--- src/hw/rtl/obr_pkg.sv ---
// ----------------------------------------------------------------------------
// obr_pkg
// shared widths, constants and transaction types of the ohlc bar resampler
// ----------------------------------------------------------------------------
`default_nettype none

package obr_pkg;

    localparam int unsigned TimeW   = 32;
    localparam int unsigned PriceW  = 32;
    localparam int unsigned PeriodW = 20;

    localparam logic [PeriodW-1:0] PeriodReset = PeriodW'(60);
    localparam logic [PeriodW-1:0] PeriodOne   = PeriodW'(1);

    // one classified input bar, front to back
    typedef struct packed {
        logic [TimeW-1:0]  interval;
        logic [TimeW-1:0]  start;
        logic [PriceW-1:0] open;
        logic [PriceW-1:0] high;
        logic [PriceW-1:0] low;
        logic [PriceW-1:0] close;
        logic              eos;
    } item_t;

    // one emitted bar
    typedef struct packed {
        logic [TimeW-1:0]  start;
        logic [PriceW-1:0] open;
        logic [PriceW-1:0] high;
        logic [PriceW-1:0] low;
        logic [PriceW-1:0] close;
        logic              last;
    } result_t;

endpackage

`default_nettype wire

--- src/hw/rtl/obr_divider.sv ---
// ----------------------------------------------------------------------------
// obr_divider
// restoring divider, one quotient bit per cycle, time by period
// ----------------------------------------------------------------------------
`default_nettype none

module obr_divider (
    input  wire logic                         aclk,
    input  wire logic                         aresetn,
    input  wire logic                         start,
    input  wire logic [obr_pkg::TimeW-1:0]    dividend,
    input  wire logic [obr_pkg::PeriodW-1:0]  divisor,
    output logic                              done,
    output logic [obr_pkg::TimeW-1:0]         quotient,
    output logic [obr_pkg::PeriodW-1:0]       remainder
);
    import obr_pkg::*;

    localparam int unsigned CntW = $clog2(TimeW);
    localparam logic [CntW-1:0] LastStep = CntW'(TimeW - 1);

    logic [PeriodW-1:0] rem_reg, rem_next;
    logic [TimeW-1:0]   quo_reg, quo_next;
    logic [PeriodW-1:0] div_reg;
    logic [CntW-1:0]    cnt_reg;
    logic               busy_reg;
    logic               done_reg;

    logic [PeriodW:0] trial;
    logic [PeriodW:0] diff;
    logic             ge;

    always_comb begin
        trial    = {rem_reg, quo_reg[TimeW-1]};
        diff     = trial - {1'b0, div_reg};
        ge       = trial >= {1'b0, div_reg};
        rem_next = ge ? diff[PeriodW-1:0] : trial[PeriodW-1:0];
        quo_next = {quo_reg[TimeW-2:0], ge};
    end

    always_ff @(posedge aclk) begin
        if (!aresetn) begin
            busy_reg <= 1'b0;
            done_reg <= 1'b0;
            cnt_reg  <= '0;
        end else begin
            done_reg <= 1'b0;
            if (start) begin
                busy_reg <= 1'b1;
                cnt_reg  <= '0;
            end else if (busy_reg) begin
                cnt_reg <= cnt_reg + 1'b1;
                if (cnt_reg == LastStep) begin
                    busy_reg <= 1'b0;
                    done_reg <= 1'b1;
                end
            end
        end
    end

    always_ff @(posedge aclk) begin
        if (start) begin
            rem_reg <= '0;
            quo_reg <= dividend;
            div_reg <= divisor;
        end else if (busy_reg) begin
            rem_reg <= rem_next;
            quo_reg <= quo_next;
        end
    end

    assign done      = done_reg;
    assign quotient  = quo_reg;
    assign remainder = rem_reg;

endmodule

`default_nettype wire

--- src/hw/rtl/obr_front.sv ---
// ----------------------------------------------------------------------------
// obr_front
// accepts input bars and finds their interval index and start time
// ----------------------------------------------------------------------------
`default_nettype none

module obr_front (
    input  wire logic                         aclk,
    input  wire logic                         aresetn,
    input  wire logic [obr_pkg::PeriodW-1:0]  period,
    input  wire logic                         in_valid,
    output logic                              in_ready,
    input  wire logic [obr_pkg::TimeW-1:0]    in_time,
    input  wire logic [obr_pkg::PriceW-1:0]   in_open,
    input  wire logic [obr_pkg::PriceW-1:0]   in_high,
    input  wire logic [obr_pkg::PriceW-1:0]   in_low,
    input  wire logic [obr_pkg::PriceW-1:0]   in_close,
    input  wire logic                         in_eos,
    output logic                              push_valid,
    input  wire logic                         push_ready,
    output obr_pkg::item_t                    push_item
);
    import obr_pkg::*;

    typedef enum logic [1:0] {
        F_IDLE,
        F_DIV,
        F_PUSH
    } fstate_t;

    fstate_t state_reg;

    logic [TimeW-1:0]   time_reg;
    logic [PriceW-1:0]  open_reg, high_reg, low_reg, close_reg;
    logic               eos_reg;
    logic               accept;
    logic [PeriodW-1:0] divisor;
    logic               div_done;
    logic [TimeW-1:0]   div_quo;
    logic [PeriodW-1:0] div_rem;

    assign in_ready = (state_reg == F_IDLE);
    assign accept   = in_valid && in_ready;
    // a zero period acts as one
    assign divisor  = (period == '0) ? PeriodOne : period;

    obr_divider u_div (
        .aclk      (aclk),
        .aresetn   (aresetn),
        .start     (accept),
        .dividend  (in_time),
        .divisor   (divisor),
        .done      (div_done),
        .quotient  (div_quo),
        .remainder (div_rem)
    );

    always_ff @(posedge aclk) begin
        if (!aresetn) begin
            state_reg <= F_IDLE;
        end else begin
            unique case (state_reg)
                F_IDLE: begin
                    if (accept) state_reg <= F_DIV;
                end
                F_DIV: begin
                    if (div_done) state_reg <= F_PUSH;
                end
                F_PUSH: begin
                    if (push_ready) state_reg <= F_IDLE;
                end
                default: state_reg <= F_IDLE;
            endcase
        end
    end

    always_ff @(posedge aclk) begin
        if (accept) begin
            time_reg  <= in_time;
            open_reg  <= in_open;
            high_reg  <= in_high;
            low_reg   <= in_low;
            close_reg <= in_close;
            eos_reg   <= in_eos;
        end
    end

    assign push_valid = (state_reg == F_PUSH);

    // interval * period equals time minus remainder
    always_comb begin
        push_item.interval = div_quo;
        push_item.start    = time_reg - {{(TimeW-PeriodW){1'b0}}, div_rem};
        push_item.open     = open_reg;
        push_item.high     = high_reg;
        push_item.low      = low_reg;
        push_item.close    = close_reg;
        push_item.eos      = eos_reg;
    end

endmodule

`default_nettype wire

--- src/hw/rtl/obr_queue.sv ---
// ----------------------------------------------------------------------------
// obr_queue
// short fifo of classified bars between front and back
// ----------------------------------------------------------------------------
`default_nettype none

module obr_queue #(
    parameter int unsigned DEPTH = 2
) (
    input  wire logic           aclk,
    input  wire logic           aresetn,
    input  wire logic           wr_valid,
    output logic                wr_ready,
    input  wire obr_pkg::item_t wr_item,
    output logic                rd_valid,
    input  wire logic           rd_pop,
    output obr_pkg::item_t      rd_item
);
    import obr_pkg::*;

    localparam int unsigned PtrW = (DEPTH > 1) ? $clog2(DEPTH) : 1;
    localparam int unsigned CntW = $clog2(DEPTH + 1);
    localparam logic [PtrW-1:0] LastPtr = PtrW'(DEPTH - 1);
    localparam logic [CntW-1:0] Full    = CntW'(DEPTH);

    item_t           mem [DEPTH];
    logic [PtrW-1:0] wr_ptr_reg, rd_ptr_reg;
    logic [CntW-1:0] cnt_reg;
    logic            do_wr, do_rd;

    assign wr_ready = (cnt_reg != Full);
    assign rd_valid = (cnt_reg != '0);
    assign do_wr    = wr_valid && wr_ready;
    assign do_rd    = rd_pop && rd_valid;
    assign rd_item  = mem[rd_ptr_reg];

    always_ff @(posedge aclk) begin
        if (!aresetn) begin
            wr_ptr_reg <= '0;
            rd_ptr_reg <= '0;
            cnt_reg    <= '0;
        end else begin
            if (do_wr) wr_ptr_reg <= (wr_ptr_reg == LastPtr) ? '0 : wr_ptr_reg + 1'b1;
            if (do_rd) rd_ptr_reg <= (rd_ptr_reg == LastPtr) ? '0 : rd_ptr_reg + 1'b1;
            if (do_wr && !do_rd)      cnt_reg <= cnt_reg + 1'b1;
            else if (do_rd && !do_wr) cnt_reg <= cnt_reg - 1'b1;
        end
    end

    always_ff @(posedge aclk) begin
        if (do_wr) mem[wr_ptr_reg] <= wr_item;
    end

endmodule

`default_nettype wire

--- src/hw/rtl/obr_back.sv ---
// ----------------------------------------------------------------------------
// obr_back
// merges classified bars into the open bar and emits finished bars
// ----------------------------------------------------------------------------
`default_nettype none

module obr_back (
    input  wire logic           aclk,
    input  wire logic           aresetn,
    input  wire logic           q_valid,
    input  wire obr_pkg::item_t q_item,
    output logic                q_pop,
    output logic                out_valid,
    input  wire logic           out_ready,
    output obr_pkg::result_t    out_data
);
    import obr_pkg::*;

    typedef enum logic {
        P_MERGE,
        P_FLUSH
    } phase_t;

    phase_t            phase_reg, phase_next;
    logic              bar_valid_reg, bar_valid_next;
    logic [TimeW-1:0]  interval_reg, interval_next;
    logic [TimeW-1:0]  start_reg, start_next;
    logic [PriceW-1:0] open_reg, open_next;
    logic [PriceW-1:0] high_reg, high_next;
    logic [PriceW-1:0] low_reg, low_next;
    logic [PriceW-1:0] close_reg, close_next;
    logic              out_valid_reg, out_valid_next;
    result_t           out_reg, out_next;

    logic same, need_emit, out_free, load;

    always_comb begin
        same      = bar_valid_reg && (q_item.interval == interval_reg);
        need_emit = bar_valid_reg && !same;
        out_free  = !out_valid_reg || out_ready;

        phase_next     = phase_reg;
        bar_valid_next = bar_valid_reg;
        interval_next  = interval_reg;
        start_next     = start_reg;
        open_next      = open_reg;
        high_next      = high_reg;
        low_next       = low_reg;
        close_next     = close_reg;
        out_next       = out_reg;
        load           = 1'b0;
        q_pop          = 1'b0;

        if (q_valid) begin
            unique case (phase_reg)
                P_MERGE: begin
                    if (!need_emit || out_free) begin
                        if (need_emit) begin
                            load     = 1'b1;
                            out_next = '{start: start_reg, open: open_reg, high: high_reg,
                                         low: low_reg, close: close_reg, last: !q_item.eos};
                        end
                        if (same) begin
                            if (q_item.high > high_reg) high_next = q_item.high;
                            if (q_item.low < low_reg)   low_next  = q_item.low;
                            close_next = q_item.close;
                        end else begin
                            bar_valid_next = 1'b1;
                            interval_next  = q_item.interval;
                            start_next     = q_item.start;
                            open_next      = q_item.open;
                            high_next      = q_item.high;
                            low_next       = q_item.low;
                            close_next     = q_item.close;
                        end
                        if (q_item.eos) phase_next = P_FLUSH;
                        else            q_pop      = 1'b1;
                    end
                end
                P_FLUSH: begin
                    if (out_free) begin
                        load           = 1'b1;
                        out_next       = '{start: start_reg, open: open_reg, high: high_reg,
                                           low: low_reg, close: close_reg, last: 1'b1};
                        bar_valid_next = 1'b0;
                        phase_next     = P_MERGE;
                        q_pop          = 1'b1;
                    end
                end
                default: phase_next = P_MERGE;
            endcase
        end

        if (load)           out_valid_next = 1'b1;
        else if (out_ready) out_valid_next = 1'b0;
        else                out_valid_next = out_valid_reg;
    end

    always_ff @(posedge aclk) begin
        if (!aresetn) begin
            phase_reg     <= P_MERGE;
            bar_valid_reg <= 1'b0;
            out_valid_reg <= 1'b0;
        end else begin
            phase_reg     <= phase_next;
            bar_valid_reg <= bar_valid_next;
            out_valid_reg <= out_valid_next;
        end
    end

    always_ff @(posedge aclk) begin
        interval_reg <= interval_next;
        start_reg    <= start_next;
        open_reg     <= open_next;
        high_reg     <= high_next;
        low_reg      <= low_next;
        close_reg    <= close_next;
        out_reg      <= out_next;
    end

    assign out_valid = out_valid_reg;
    assign out_data  = out_reg;

endmodule

`default_nettype wire

--- src/hw/rtl/ohlc_bar_resampler.sv ---
// path: the 32-step divider, the queue, then the merge that registers the first result,
// or the flush phase after it when the only result is the end-of-series flush
// a new input is accepted only after the last is divided, one bit per cycle, and queued
// an end_of_series input yields up to two results, back to back while m_ready is high
// reset: synchronous active-low aresetn closes any open bar, empties the queue,
// drops pending results and sets the period to 60 seconds
// ----------------------------------------------------------------------------
// ohlc_bar_resampler
// merges time-ordered price bars into bars of a longer configured period
// ----------------------------------------------------------------------------
`default_nettype none

module ohlc_bar_resampler #(
    parameter int unsigned QUEUE_DEPTH = 2
) (
    input  wire logic                         aclk,
    input  wire logic                         aresetn,

    // period register write
    input  wire logic                         cfg_wr_en,
    input  wire logic [obr_pkg::PeriodW-1:0]  cfg_wr_data,

    // input bars
    input  wire logic                         s_valid,
    output logic                              s_ready,
    input  wire logic [obr_pkg::TimeW-1:0]    s_tick_time,
    input  wire logic [obr_pkg::PriceW-1:0]   s_open_price,
    input  wire logic [obr_pkg::PriceW-1:0]   s_high_price,
    input  wire logic [obr_pkg::PriceW-1:0]   s_low_price,
    input  wire logic [obr_pkg::PriceW-1:0]   s_close_price,
    input  wire logic                         s_end_of_series,

    // resampled bars
    output logic                              m_valid,
    input  wire logic                         m_ready,
    output logic [obr_pkg::TimeW-1:0]         m_bar_start,
    output logic [obr_pkg::PriceW-1:0]        m_bar_open,
    output logic [obr_pkg::PriceW-1:0]        m_bar_high,
    output logic [obr_pkg::PriceW-1:0]        m_bar_low,
    output logic [obr_pkg::PriceW-1:0]        m_bar_close,
    output logic                              m_last_result
);
    import obr_pkg::*;

    // period register; writing it only while the block is idle is up to the user
    logic [PeriodW-1:0] period_reg;

    always_ff @(posedge aclk) begin
        if (!aresetn) begin
            period_reg <= PeriodReset;
        end else if (cfg_wr_en) begin
            period_reg <= cfg_wr_data;
        end
    end

    // front to queue
    logic  push_valid, push_ready;
    item_t push_item;

    // queue to back
    logic  q_valid, q_pop;
    item_t q_item;

    result_t out_data;

    // front: accept transaction, divide time by period
    obr_front u_front (
        .aclk       (aclk),
        .aresetn    (aresetn),
        .period     (period_reg),
        .in_valid   (s_valid),
        .in_ready   (s_ready),
        .in_time    (s_tick_time),
        .in_open    (s_open_price),
        .in_high    (s_high_price),
        .in_low     (s_low_price),
        .in_close   (s_close_price),
        .in_eos     (s_end_of_series),
        .push_valid (push_valid),
        .push_ready (push_ready),
        .push_item  (push_item)
    );

    // decouples the divider from output backpressure
    obr_queue #(
        .DEPTH (QUEUE_DEPTH)
    ) u_queue (
        .aclk     (aclk),
        .aresetn  (aresetn),
        .wr_valid (push_valid),
        .wr_ready (push_ready),
        .wr_item  (push_item),
        .rd_valid (q_valid),
        .rd_pop   (q_pop),
        .rd_item  (q_item)
    );

    // back: merge into the open bar, emit on interval change or series end
    obr_back u_back (
        .aclk      (aclk),
        .aresetn   (aresetn),
        .q_valid   (q_valid),
        .q_item    (q_item),
        .q_pop     (q_pop),
        .out_valid (m_valid),
        .out_ready (m_ready),
        .out_data  (out_data)
    );

    // result fields straight from the output register
    assign m_bar_start   = out_data.start;
    assign m_bar_open    = out_data.open;
    assign m_bar_high    = out_data.high;
    assign m_bar_low     = out_data.low;
    assign m_bar_close   = out_data.close;
    assign m_last_result = out_data.last;

endmodule

`default_nettype wire
--- config.mk ---
export PLATFORM = sky130hd
export DESIGN_NAME = ohlc_bar_resampler
export DESIGN_NICKNAME = d
export VERILOG_FILES = /design/src/hw/rtl/obr_pkg.sv /design/src/hw/rtl/obr_divider.sv /design/src/hw/rtl/obr_front.sv /design/src/hw/rtl/obr_queue.sv /design/src/hw/rtl/obr_back.sv /design/src/hw/rtl/ohlc_bar_resampler.sv
export SDC_FILE = /design/constraint.sdc
export NUM_CORES = 1
export LEC_CHECK = 0
export BUFFER_PORTS_ARGS = -buffer_cell sky130_fd_sc_hd__buf_4
export CORE_AREA = 2 2 366 368
export CTS_CLUSTER_DIAMETER = 200
export DETAILED_ROUTE_END_ITERATION = 16
export DIE_AREA = 0 0 368 370
export SYNTH_ARGS = -nofsm -noshare
export SYNTH_HDL_FRONTEND = slang
export SYNTH_SLANG_ARGS = --single-unit
--- constraint.sdc ---
create_clock -name aclk -period 16.5 [get_ports aclk]
set_input_delay 1.65 -clock aclk [delete_from_list [all_inputs] [get_ports aclk]]
set_output_delay 1.65 -clock aclk [all_outputs]
set_load 0.03 [all_outputs]
==> metrics.txt <==
dpl cell area 0.0428 mm²; pin count of the biggest net entering global routing 148; initial core utilization 28.7%; first-pass GRT wire length 121000 µm; critical path peak fanout 116; critical path capture point u_back.high_reg[28]$_DFFE_PP_; post-DR wirelength/cell 18.8 µm; Layout area overhead 21.9%; Netlist Area Pre-Place 0.0380 mm²; Net Count, Synth 2441; Lkg Pwr 16.6 nW; DIE AREA 0.136 mm²; EDFF count, synth 952; worst reg2reg setup slack 10810 ps; most frequent CP cell buf_4; Fmax 0.176 GHz; clock buffer depth 3; vias per std cell 4.30; Overall Global Routing Usage 11.8%; reg2reg path depth 12; Worst-Margin Slew 1160 ps; CTS Buf Count 110; Routed WL 83300 µm; share of cells above drive strength 1 28.0%; FF-to-FF End u_back.high_reg[28]$_DFFE_PP_; overall power 5.67 mW; Slew Limit Fails 0; critical path required time 16870 ps; routability congestion estimate 0.822; Final min period 5690 ps; Initial DRC Count 1524; status finished, final reports clean; Remaining Overflow, GRT 0; Crit Path Class flip-flop to flip-flop; I/O Pins 349; core area 0.132 mm²; pre-CTS setup slack 10640 ps; vias 19000; dominant cells by area after synthesis edfxtp_1, mux2_2, ha_1; Yosys top cell area share 75.2%; worst hold path type flip-flop to flip-flop; Synthesis Warnings 0; Antenna Violating Nets Remaining 0; max-cap violations 0; Post-CTS Hold Buffers 0; number of synthesized register bits 1009; Post-synth ARST share 0%; Design Area, Final 0.0464 mm²; Worst Skew 38.0 ps; row cnt 134; Final Util 35.0%; Final Cycle Share 34.5%; Critical Path, Cell by Cell buf_4, buf_12, mux2_2, xor2_1, nor4_1, nand4_1, o2111ai_2, nand2_1, nor2_4, buf_4, a31o_1, buf_4; Worst Path Arrival 6050 ps; final hold viol count 0; Most flops, register u_queue.mem; slowest cell delay on critical path 760 ps; Worst slew margin 22.5%; Setup crit end kind flip-flop; final setup TNS 0 ps; post-CTS repair timing setup buffer count 0; Post-Syn Area per Cell 17.7 µm²; RSZ-0062 raised after global routing false; pwr dens 122 mW/mm²; H-tree depth reported by CTS 3; Most used DFF post-synth edfxtp_1; CP Launch Type flip-flop; number of global-route vias before repair 18800; post-synthesis sequential area ratio 78.2%; crit path max-delay cell type buf_4; Reg clk slew, reported paths 60 ps; maximum vdd ir drop 77.9 µV; area leader, netlist edfxtp_1; Clk Latency, worst-skew pair 730 ps; Final nets 2856; first-pass iteration count of the detailed router 5; PortBufs 348; Die Y 370 µm; final setup vio count 0; TritonCTS clock tree yes; initial antenna violation count 11; clk root buf clkbuf_16; Setup WS post-layout 10810 ps; Netlist cell types 63; placed wire-length estimate 53800 µm; Mapped Cells 2147; CTS resizes 0; DRC violations left 0; # clock sinks 1009; Die X 368 µm; max FFs per register 386
==> worst max-delay path, delay by kind of cell, from the launching register on <==
family | cells | cell delay, ps
AO/OA/AOI/OAI | 2 | 790
XOR/XNOR | 1 | 150
buffers and inverters | 4 | 2250
flip-flops | 1 | 580
multiplexers | 1 | 430
AND/OR/NAND/NOR | 4 | 950
==> cell usage in the layout (no fill, tap or decap), types with 29 or more instances in the layout <==
| master | instances |
|---|---|
| edfxtp_1 | 952 |
| dfxtp_1 | 56 |
| a21oi_1 | 57 |
| inv_1 | 117 |
| nor2b_1 | 29 |
| a21o_1 | 31 |
| clkbuf_16 | 111 |
| o21ai_0 | 42 |
| ha_1 | 106 |
| nor2_1 | 57 |
| mux2_2 | 184 |
| xor2_1 | 52 |
| nand2_1 | 134 |
| buf_4 | 366 |
| mux2i_1 | 40 |
| clkbuf_1 | 30 |
==> final cells by class <==
cell class	instances	area, µm²
antenna	2	5.00
clock buffer	142	2900
clock inverter	56	648
fill	12600	86100
inverter	118	450
multi-input combinational	955	7620
sequential	1009	29700
tap	1768	2210
timing repair buffer	368	2790
==> metrics by stage <==
step	cells	hold slack, ps
2_1_floorplan	2147	400
3_3_place_gp	4218	401
3_5_place_dp	4218	405
4_1_cts	4416	412
5_1_grt	4417	422
6_report	4418	415
==> synth_stat cells, types with 10 or more instances <==
cell type and number:
a211oi_1 12, a21o_1 31, a21oi_1 57, clkbuf_1 58, dfxtp_1 57, edfxtp_1 952
ha_1 106, inv_1 118, mux2_2 184, mux2i_1 40, nand2_1 135, nand3_1 16
nand4_1 18, nor2_1 59, nor2b_1 30, nor3_1 12, nor4_1 17, o21a_1 10
o21ai_0 42, xnor2_1 26, xor2_1 52
==> power breakdown <==
group | switching [mW] | total (mW) | internal [mW] | leakage, nW
Combinational | 0.201 | 0.345 | 0.144 | 5.71
Clock | 1.02 | 2.42 | 1.40 | 1.72
Sequential | 0.0406 | 2.90 | 2.86 | 9.15
Total | 1.26 | 5.67 | 4.41 | 16.6
==> routing by layer <==
| layer | wire length (µm) | vias to the layer above | global-route usage [%] |
|---|---|---|---|
| li1 | - | 8963 | - |
| met1 | 38200 | 9439 | 16.2 |
| met2 | 38400 | 450 | 18.4 |
| met3 | 4800 | 124 | 2.90 |
| met4 | 1770 | 12 | 3.92 |
| met5 | 71 | - | 0 |
==> logic make-up after synthesis <==
kind of cell    count (synthesis)  synth area share [%]
xor+xnor                       78                  1.80
flops                        1009                  78.2
fa+ha+maj                     108                  3.59
buf+inv                       183                  1.89
mux                           233                  6.86
simple gates                  329                  4.10
compound gates                207                  3.61
==> worst min path at each step <==
stage / depth (start not counted) / startpoint / end / slack [ps]
6_report: 0 / u_back.start_reg[3]$_DFFE_PP_ / u_back.out_data[132]$_DFFE_PP_ / 420
5_1_grt: 0 / u_back.start_reg[3]$_DFFE_PP_ / u_back.out_data[132]$_DFFE_PP_ / 420
4_1_cts: 0 / u_back.open_reg[9]$_DFFE_PP_ / u_back.out_data[106]$_DFFE_PP_ / 410
3_5_place_dp: 0 / u_back.open_reg[9]$_DFFE_PP_ / u_back.out_data[106]$_DFFE_PP_ / 400
3_3_place_gp: 0 / u_back.close_reg[2]$_DFFE_PP_ / u_back.out_data[3]$_DFFE_PP_ / 400
2_1_floorplan: 0 / u_back.open_reg[3]$_DFFE_PP_ / u_back.out_data[100]$_DFFE_PP_ / 400
No activity file was read; power rests on OpenSTA's default activity.
